[src/sqdj_pkg.sv]
// ---------------------------------------------------------------------------
// sqdj_pkg: shared types and constants for the shortest-queue dispatcher
// Holds the transaction payload structures, status codes and the register
// indices of the configuration port.
// ---------------------------------------------------------------------------
package sqdj_pkg;

	typedef struct packed {
		logic        kind;
		logic [15:0] customer_id;
	} in_t;

	typedef struct packed {
		logic [1:0]  status;
		logic [2:0]  queue_index;
		logic        jockey_moved;
		logic [2:0]  jockey_target;
		logic [15:0] moved_id;
	} out_t;

	localparam logic KIND_ARRIVAL   = 1'b0;
	localparam logic KIND_DEPARTURE = 1'b1;

	localparam logic [1:0] STATUS_DONE      = 2'd0;
	localparam logic [1:0] STATUS_NOT_FOUND = 2'd1;
	localparam logic [1:0] STATUS_FULL      = 2'd2;

	localparam logic REG_ACTIVE_QUEUES    = 1'b0;
	localparam logic REG_JOCKEY_THRESHOLD = 1'b1;

	localparam logic [3:0] ACTIVE_QUEUES_RESET    = 4'd8;
	localparam logic [3:0] JOCKEY_THRESHOLD_RESET = 4'd2;

endpackage

[src/shortest_queue_dispatch_with_jockeying_core.sv]
// ---------------------------------------------------------------------------
// shortest_queue_dispatch_with_jockeying_core: join-shortest-queue dispatcher
// Keeps FIFO queues of customer identifiers. Arrivals join the shortest
// active queue, departures pop the matching head, and a pop may move the
// origin's tail customer to a nearby, much shorter queue.
// ---------------------------------------------------------------------------
// Channel   Signals                                  Transfer
// command   start, busy, item                        start high, busy low
// result    done, result                             done high, one cycle
// config    psel, penable, pwrite, paddr, pwdata,     psel, penable, pwrite
//           prdata, pready                            and pready high
//
// A sequencer walks the queues one per cycle through a single length
// compare and one store port; the scans over the queue lengths and the
// one-read store set how long a transaction lasts. Busy stays high for
// the whole transaction. Reset clears lengths, head pointers and
// registers; the store itself is not cleared. Results cannot be held off.
// ---------------------------------------------------------------------------
module shortest_queue_dispatch_with_jockeying_core
	import sqdj_pkg::*;
#(
	parameter int NUM_QUEUES  = 8,
	parameter int QUEUE_DEPTH = 16,
	parameter int ID_WIDTH    = 16
) (
	input  logic        clk,
	input  logic        arst_n,
	input  logic        start,
	output logic        busy,
	input  in_t         item,
	output logic        done,
	output out_t        result,
	input  logic        psel,
	input  logic        penable,
	input  logic        pwrite,
	input  logic [2:0]  paddr,
	input  logic [31:0] pwdata,
	output logic [31:0] prdata,
	output logic        pready
);

	localparam int QW = $clog2(NUM_QUEUES);
	localparam int CW = $clog2(NUM_QUEUES + 1);
	localparam int SW = $clog2(QUEUE_DEPTH);
	localparam int PW = SW + 1;
	localparam int LW = $clog2(QUEUE_DEPTH + 1);
	localparam int DW = (LW > 4) ? LW : 4;
	localparam int AW = QW + SW;

	typedef enum logic [7:0] {
		S_IDLE  = 8'b0000_0001,
		S_ASCAN = 8'b0000_0010,
		S_AWR   = 8'b0000_0100,
		S_DSCAN = 8'b0000_1000,
		S_DPOP  = 8'b0001_0000,
		S_JSCAN = 8'b0010_0000,
		S_JRD   = 8'b0100_0000,
		S_JWR   = 8'b1000_0000
	} state_t;

	function automatic logic [SW-1:0] wrap_slot(input logic [PW-1:0] s);
		logic [PW-1:0] r;
		r = (s >= PW'(QUEUE_DEPTH)) ? s - PW'(QUEUE_DEPTH) : s;
		return r[SW-1:0];
	endfunction

	state_t state_q;

	logic [3:0] act_q;
	logic [3:0] thr_q;

	logic [SW-1:0] head_q [NUM_QUEUES];
	logic [LW-1:0] len_q  [NUM_QUEUES];

	logic [CW-1:0]       cnt_q;
	logic [ID_WIDTH-1:0] id_q;

	logic [QW-1:0] best_q;
	logic [SW-1:0] best_head_q;
	logic [LW-1:0] best_len_q;
	logic [QW-1:0] best_dist_q;
	logic          have_q;

	logic [QW-1:0] org_q;
	logic [SW-1:0] org_head_q;
	logic [LW-1:0] org_len_q;
	logic          found_q;

	logic          p_vld_s1;
	logic [QW-1:0] p_idx_s1;
	logic [SW-1:0] p_head_s1;
	logic [LW-1:0] p_len_s1;

	logic done_q;
	out_t res_q;

	logic [CW-1:0]       used_n;
	logic [QW-1:0]       idx;
	logic [LW-1:0]       len_at;
	logic [SW-1:0]       head_at;
	logic [QW-1:0]       idx_dist;
	logic [LW-1:0]       len_diff;
	logic                cand;
	logic                full;
	logic                st_we;
	logic                st_re;
	logic [AW-1:0]       st_waddr;
	logic [AW-1:0]       st_raddr;
	logic [ID_WIDTH-1:0] st_wdata;
	logic [ID_WIDTH-1:0] st_rdata;
	logic                cfg_wr;

	always_comb begin
		if (act_q == 4'd0) begin
			used_n = CW'(1);
		end else if (32'(act_q) > NUM_QUEUES) begin
			used_n = CW'(NUM_QUEUES);
		end else begin
			used_n = CW'(act_q);
		end
	end

	assign idx      = cnt_q[QW-1:0];
	assign len_at   = len_q[idx];
	assign head_at  = head_q[idx];
	assign idx_dist = (idx > org_q) ? idx - org_q : org_q - idx;
	assign len_diff = org_len_q - len_at;
	assign cand     = (org_len_q > len_at) && (DW'(len_diff) > DW'(thr_q));
	assign full     = 32'(best_len_q) >= QUEUE_DEPTH;

	assign st_we    = ((state_q == S_AWR) && !full) || (state_q == S_JWR);
	assign st_waddr = {best_q, wrap_slot(PW'(best_head_q) + PW'(best_len_q))};
	assign st_wdata = (state_q == S_AWR) ? id_q : st_rdata;

	always_comb begin
		if (state_q == S_JRD) begin
			st_re    = 1'b1;
			st_raddr = {org_q, wrap_slot(PW'(org_head_q) + PW'(org_len_q) - PW'(1))};
		end else begin
			st_re    = (state_q == S_DSCAN) && (cnt_q < used_n);
			st_raddr = {idx, head_at};
		end
	end

	sqdj_store #(
		.AW(AW),
		.DW(ID_WIDTH)
	) u_store (
		.clk  (clk),
		.we   (st_we),
		.waddr(st_waddr),
		.wdata(st_wdata),
		.re   (st_re),
		.raddr(st_raddr),
		.rdata(st_rdata)
	);

	assign cfg_wr = psel && penable && pwrite && pready;
	assign pready = 1'b1;

	always_comb begin
		unique case (paddr[2])
			REG_ACTIVE_QUEUES:    prdata = {28'd0, act_q};
			REG_JOCKEY_THRESHOLD: prdata = {28'd0, thr_q};
			default:              prdata = 32'd0;
		endcase
	end

	always_ff @(posedge clk or negedge arst_n) begin
		if (!arst_n) begin
			act_q <= ACTIVE_QUEUES_RESET;
			thr_q <= JOCKEY_THRESHOLD_RESET;
		end else if (cfg_wr) begin
			unique case (paddr[2])
				REG_ACTIVE_QUEUES:    act_q <= pwdata[3:0];
				REG_JOCKEY_THRESHOLD: thr_q <= pwdata[3:0];
				default:              act_q <= act_q;
			endcase
		end
	end

	always_ff @(posedge clk or negedge arst_n) begin
		if (!arst_n) begin
			state_q  <= S_IDLE;
			done_q   <= 1'b0;
			p_vld_s1 <= 1'b0;
			found_q  <= 1'b0;
			have_q   <= 1'b0;
			cnt_q    <= '0;
			for (int q = 0; q < NUM_QUEUES; q++) begin
				head_q[q] <= '0;
				len_q[q]  <= '0;
			end
		end else begin
			done_q <= 1'b0;
			unique case (state_q)
				S_IDLE: begin
					if (start) begin
						id_q     <= ID_WIDTH'(item.customer_id);
						cnt_q    <= '0;
						found_q  <= 1'b0;
						have_q   <= 1'b0;
						p_vld_s1 <= 1'b0;
						state_q  <= (item.kind == KIND_ARRIVAL) ? S_ASCAN : S_DSCAN;
					end
				end
				S_ASCAN: begin
					if ((cnt_q == '0) || (len_at < best_len_q)) begin
						best_q      <= idx;
						best_len_q  <= len_at;
						best_head_q <= head_at;
					end
					cnt_q <= cnt_q + CW'(1);
					if (cnt_q == used_n - CW'(1)) begin
						state_q <= S_AWR;
					end
				end
				S_AWR: begin
					res_q.jockey_moved  <= 1'b0;
					res_q.jockey_target <= 3'd0;
					res_q.moved_id      <= 16'd0;
					if (full) begin
						res_q.status      <= STATUS_FULL;
						res_q.queue_index <= 3'd0;
					end else begin
						len_q[best_q]     <= best_len_q + LW'(1);
						res_q.status      <= STATUS_DONE;
						res_q.queue_index <= 3'(best_q);
					end
					done_q  <= 1'b1;
					state_q <= S_IDLE;
				end
				S_DSCAN: begin
					if (p_vld_s1 && (p_len_s1 != '0) && (st_rdata == id_q)) begin
						found_q    <= 1'b1;
						org_q      <= p_idx_s1;
						org_head_q <= p_head_s1;
						org_len_q  <= p_len_s1;
					end
					if (cnt_q < used_n) begin
						p_vld_s1  <= 1'b1;
						p_idx_s1  <= idx;
						p_head_s1 <= head_at;
						p_len_s1  <= len_at;
						cnt_q     <= cnt_q + CW'(1);
					end else begin
						p_vld_s1 <= 1'b0;
						state_q  <= S_DPOP;
					end
				end
				S_DPOP: begin
					if (!found_q) begin
						res_q.status        <= STATUS_NOT_FOUND;
						res_q.queue_index   <= 3'd0;
						res_q.jockey_moved  <= 1'b0;
						res_q.jockey_target <= 3'd0;
						res_q.moved_id      <= 16'd0;
						done_q              <= 1'b1;
						state_q             <= S_IDLE;
					end else begin
						head_q[org_q] <= wrap_slot(PW'(org_head_q) + PW'(1));
						len_q[org_q]  <= org_len_q - LW'(1);
						org_head_q    <= wrap_slot(PW'(org_head_q) + PW'(1));
						org_len_q     <= org_len_q - LW'(1);
						cnt_q         <= '0;
						state_q       <= S_JSCAN;
					end
				end
				S_JSCAN: begin
					if (cand && (!have_q || (idx_dist < best_dist_q))) begin
						have_q      <= 1'b1;
						best_q      <= idx;
						best_dist_q <= idx_dist;
						best_len_q  <= len_at;
						best_head_q <= head_at;
					end
					cnt_q <= cnt_q + CW'(1);
					if (cnt_q == used_n - CW'(1)) begin
						state_q <= S_JRD;
					end
				end
				S_JRD: begin
					if (!have_q) begin
						res_q.status        <= STATUS_DONE;
						res_q.queue_index   <= 3'(org_q);
						res_q.jockey_moved  <= 1'b0;
						res_q.jockey_target <= 3'd0;
						res_q.moved_id      <= 16'd0;
						done_q              <= 1'b1;
						state_q             <= S_IDLE;
					end else begin
						state_q <= S_JWR;
					end
				end
				S_JWR: begin
					len_q[org_q]        <= org_len_q - LW'(1);
					len_q[best_q]       <= best_len_q + LW'(1);
					res_q.status        <= STATUS_DONE;
					res_q.queue_index   <= 3'(org_q);
					res_q.jockey_moved  <= 1'b1;
					res_q.jockey_target <= 3'(best_q);
					res_q.moved_id      <= 16'(st_rdata);
					done_q              <= 1'b1;
					state_q             <= S_IDLE;
				end
				default: begin
					state_q <= S_IDLE;
				end
			endcase
		end
	end

	assign busy   = (state_q != S_IDLE);
	assign done   = done_q;
	assign result = res_q;

endmodule

[src/sqdj_store.sv]
// ---------------------------------------------------------------------------
// sqdj_store: customer identifier store
// Single write port and one registered read port holding the entries of all
// queues, addressed by queue index and slot.
// ---------------------------------------------------------------------------
module sqdj_store #(
	parameter int AW = 7,
	parameter int DW = 16
) (
	input  logic          clk,
	input  logic          we,
	input  logic [AW-1:0] waddr,
	input  logic [DW-1:0] wdata,
	input  logic          re,
	input  logic [AW-1:0] raddr,
	output logic [DW-1:0] rdata
);

	logic [DW-1:0] mem [2**AW];
	logic [DW-1:0] rdata_q;

	always_ff @(posedge clk) begin
		if (we) begin
			mem[waddr] <= wdata;
		end
	end

	always_ff @(posedge clk) begin
		if (re) begin
			rdata_q <= mem[raddr];
		end
	end

	assign rdata = rdata_q;

endmodule
[config.mk]
export PLATFORM = sky130hd
export DESIGN_NAME = shortest_queue_dispatch_with_jockeying_core
export DESIGN_NICKNAME = d
export VERILOG_FILES = /design/src/sqdj_pkg.sv /design/src/shortest_queue_dispatch_with_jockeying_core.sv /design/src/sqdj_store.sv
export SDC_FILE = /design/constraint.sdc
export NUM_CORES = 2
export LEC_CHECK = 0
export ABC_CLOCK_PERIOD_IN_PS = 11300
export BUFFER_PORTS_ARGS = -buffer_cell sky130_fd_sc_hd__buf_4
export CAP_MARGIN = 15
export CORE_MARGIN = 2
export CORE_UTILIZATION = 40
export CTS_BUF_LIST = sky130_fd_sc_hd__clkbuf_8
export CTS_CLUSTER_DIAMETER = 40
export CTS_CLUSTER_SIZE = 20
export DETAILED_ROUTE_END_ITERATION = 6
export MAX_ROUTING_LAYER = met4
export SLEW_MARGIN = 20
export SYNTH_ARGS = -nofsm -noshare
export SYNTH_HDL_FRONTEND = slang
export SYNTH_SLANG_ARGS = --single-unit
[constraint.sdc]
create_clock -name clk -period 11.3 [get_ports clk]
set_clock_uncertainty 0.2 [all_clocks]
set_input_delay 0.565 -clock clk [delete_from_list [all_inputs] [get_ports clk]]
set_output_delay 0.565 -clock clk [all_outputs]
set_load 0.02 [all_outputs]
==> impl_summary.log <==
[metrics] Antenna Violating Nets Remaining: 0
[metrics] synthesized area per cell: 17.2 sq um
[metrics] synthesized cell area: between 0.08 and 0.09 sq mm
[metrics] half-perimeter wire length after placement: between 150000 and 200000 um
[metrics] final routed wire length divided by cell count: 29.7 um
[metrics] data arrival time of the worst path: 6.84 ns
[metrics] wire length reported by the detailed router: 262000 um
[metrics] count of routing violations after the opening detailed-route iteration: approximately 7.2k
[metrics] distinct cell type count of the synthesized netlist: just under 100
[metrics] max_cap viols: 0
[metrics] Root Buffer Master: clkbuf_8
[metrics] pin count of the biggest net entering global routing: roughly 120
[metrics] Endpoint, Worst Hold: id_q[7]
[metrics] maximum clock frequency: 159 MHz
[metrics] Req. time, crit path: 11.86 ns
[metrics] Setup violations, final: 0
[metrics] number of global-route vias before repair: around 50k
[metrics] number of antenna violations at the first check in global routing: 7
[metrics] setup TNS: 0 ns
[metrics] total count of hold-check failures in the final report: 0
[metrics] portion of total power attributed to the clock network: 0.392
[metrics] number of cells on the worst hold path: 2
[metrics] via-per-instance ratio: 5.89
[metrics] kind of start point of the critical path: flop
[metrics] net switching power of the design: slightly above 4000 uW
[metrics] peak ir drop on the vdd network: 0.126 mV
[metrics] DRC violation count after routing: 0
[metrics] die outline area: 0.228 sq mm
[metrics] result of the run: completed
[metrics] Sequential Power Share: 0.554
[metrics] min-delay worst type: in -> reg
[metrics] synthesis-stage register bit count: 2240
[metrics] starting density of the core: 0.403
[metrics] clock-pin transition on the worst setup and hold timing paths: 0.08 ns
[metrics] count of synthesis-stage warnings from yosys: 0
[metrics] IO Pins: 118
[metrics] share of flip-flops with an asynchronous set or reset: 0.0429
[metrics] area of all placed cells without fillers: approximately 0.10 sq mm
[metrics] TritonCTS clock tree: built
[metrics] actual transition at the worst max-transition pin: 1.22 ns
[metrics] sort of element at the end of the critical path: flop
[metrics] switch share: 0.244
[metrics] placer's final routability congestion estimate: between 0.8 and 0.9
[metrics] # fillers: 19.1k
[metrics] count of input and output buffers: 58
[metrics] number of slew-limit violations in the final report: 0
[metrics] Power Dens Cells: 167 mW/mm^2
[metrics] Via Count: 52.0k
[metrics] sequential fraction of the synthesis area: 0.743
[metrics] fin crit period: between 6 and 7 ns
[metrics] floorplan core area: 0.223 sq mm
[metrics] minimum setup slack among reg-to-reg paths: approximately 5 ns
[metrics] number of detailed-routing iterations run before antenna repair: 6
[metrics] worst hold path startpoint: item[7]
[metrics] total of cells resized after clock tree synthesis: 0
[metrics] Total Nets Final: ~5.7k
[metrics] Syn Inst Count: around 5.2k
[metrics] standard-cell rows: ~170
[metrics] Rel. slew slack: 0.184
[metrics] Area Overhead vs Synth: 13.0%
[metrics] CP Class: reg -> reg
[metrics] clock sink count: between 2k and 2.5k
[metrics] crit-path max FO: 30
[metrics] Int Pwr: around 13000 uW
[metrics] insertion delay of the later-clocked pin in the worst-skew pair: 1.06 ns
[metrics] Post-synth EDFFs: between 2k and 2.5k
[metrics] Lkg Pwr: about 0.032 uW
[metrics] TritonCTS buffer count: 309
[metrics] reg-to-reg critical path startpoint: state_q[7]
[metrics] Total Routing Usage GR: 0.232
[metrics] Die Span Y: 478 um
[metrics] CTS Buffer Depth: 4
[metrics] CTS HTree Levels: 5
[metrics] first-pass GRT wire length: 371000 um
[metrics] Final period util: 0.556
[metrics] aggregate global routing overflow: 0
[metrics] standard cell area after detailed placement: ~0.095 sq mm
[metrics] relative contribution of combinational cells to total power: 0.054
[metrics] FF-to-FF path depth: 11
[metrics] unrepaired setup endpoints after global routing: false
[metrics] reg-to-reg critical path endpoint: u_store.rdata[10]
[metrics] Post-synth top flop: edfxtp_1
[metrics] die span in x: 478 um
[metrics] share of layout cells above drive strength 1: 0.212
==> routing by layer <==
layer | track usage | vias to the layer above | routed length, um
met5 | - | - | 0
met4 | 0.0836 | 0 | 9670
met3 | 0.0485 | 467 | 27000
met2 | 0.346 | 2951 | 120000
met1 | 0.314 | 27000 | 105000
li1 | - | 21500 | -
==> metrics by stage <==
step	total power (uW)	utilization	cells	setup slack [ns]	hold slack [ns]
after floorplan	9980	-	5263	4.39	0.0694
after global placement	10400	0.424	8224	4.95	0.201
after detailed placement	10400	0.424	8224	4.94	0.206
after CTS	17000	0.455	8806	4.94	0.00536
after global routing	17400	0.456	8811	4.78	0.0388
final	16900	0.456	8823	5.02	0.0847
==> cell usage in the layout, fill, tap and decap left out, types with 43 or more instances in the layout <==
master and n:
a31oi_1 44, mux4_2 303, mux2i_1 207, buf_4 292, inv_1 63, o21ai_0 83
nand3_1 183, dfrtp_1 93, nor2_1 191, o2bb2ai_1 43, clkbuf_8 318, nand2_1 623
nor3_1 54, edfxtp_1 2144, mux2_2 43, a21oi_1 169, a22oi_1 126
==> sequential cells by signal, indices dropped and copies added (netlist names), 5 cells and up <==
register,flops
u_store.mem,2048
len_q,40
head_q,32
result,25
id_q,16
u_store.rdata,16
state_q,8
best_len_q,5
org_len_q,5
p_len_s1,5
==> power groups by stage <==
stage	Combinational (uW)	Clock [uW]	Sequential (uW)
floorplan	434	0	9540
global placement	836	0	9560
detailed placement	870	0	9560
CTS	886	6730	9380
global route	950	7050	9380
finish	906	6640	9380
==> worst max-delay path, stage by stage, from the launching register on <==
cell      delay [ns]
dfrtp_1         0.43
nor4_1          0.72
nand3_2         0.74
mux2_4          0.63
buf_4           0.31
nand2_4         0.42
buf_4           0.60
o22ai_1         0.17
nor3_1          0.61
nor3_1          0.33
o221ai_1        0.65
nor3_1          0.13
==> worst max path at each step <==
stage | from | to | slack, ns | depth (start not counted)
final | state_q[7] | u_store.rdata[10] | 5.02 | 11
after global routing | state_q[7] | u_store.rdata[4] | 4.78 | 11
after CTS | org_len_q[0] | u_store.rdata[6] | 4.94 | 12
after detailed placement | org_len_q[0] | u_store.rdata[6] | 4.94 | 12
after global placement | cnt_q[1] | u_store.rdata[6] | 4.95 | 10
after floorplan | state_q[5] | result[0] | 4.39 | 8
==> layout make-up <==
class | count | area [sq um] | share of cell area
Timing Repair Buffer | 346 | 2860 | 0.0282
Sequential cell | 2240 | 66800 | 0.658
Tap cell | 2975 | 3720 | 0.0367
Antenna cell | 15 | 37.5 | 0.000370
Clock buffer | 318 | 4380 | 0.0431
Multi-Input combinational cell | 2657 | 21500 | 0.212
Inverter | 51 | 191 | 0.00189
Clock inverter | 221 | 2040 | 0.0201
==> cells in the mapped netlist, drive strengths merged (16+ instances only) <==
cell,number,share of area
a21oi,170,0.0095
a221oi,24,0.0024
a22o,17,0.0017
a22oi,126,0.011
a31oi,45,0.0031
a32oi,17,0.0017
and2,28,0.0019
buf,240,0.017
clkbuf,75,0.0031
dfrtp,93,0.026
edfxtp,2144,0.72
ha,38,0.0053
inv,49,0.0020
mux2,63,0.0080
mux2i,213,0.024
mux4,303,0.076
nand2,629,0.026
nand3,184,0.010
nand4,41,0.0029
nor2,217,0.0091
nor3,56,0.0032
nor4,22,0.0015
o211ai,16,0.0013
o21ai,104,0.0060
o221ai,36,0.0036
o22ai,41,0.0029
o2bb2ai,43,0.0042
xnor2,21,0.0020
xor2,17,0.0017
==> kinds of logic (layout without fill, tap and decap cells) <==
| group | Yosys count | count (layout) | share of synthesized area |
|---|---|---|---|
| DFF | 2240 | 2240 | 0.743 |
| and+or+nand+nor | 1237 | 1237 | 0.0604 |
| AOI/OAI and AO/OA | 731 | 731 | 0.0557 |
| muxes | 579 | 579 | 0.108 |
| buffers and inverters | 366 | 936 | 0.0226 |
| adders and majority gates | 43 | 43 | 0.00640 |
| xor gates and xnor gates | 38 | 38 | 0.00370 |
| other | 2 | 44 | 0.0000836 |
==> repair_timing <==
action | 4_1_cts | 5_1_grt
setup buffers | 0 | 0
hold buffers | 43 | 0
endpoints found under the hold margin | 135 | 0
(Power assumes the default switching activity.)
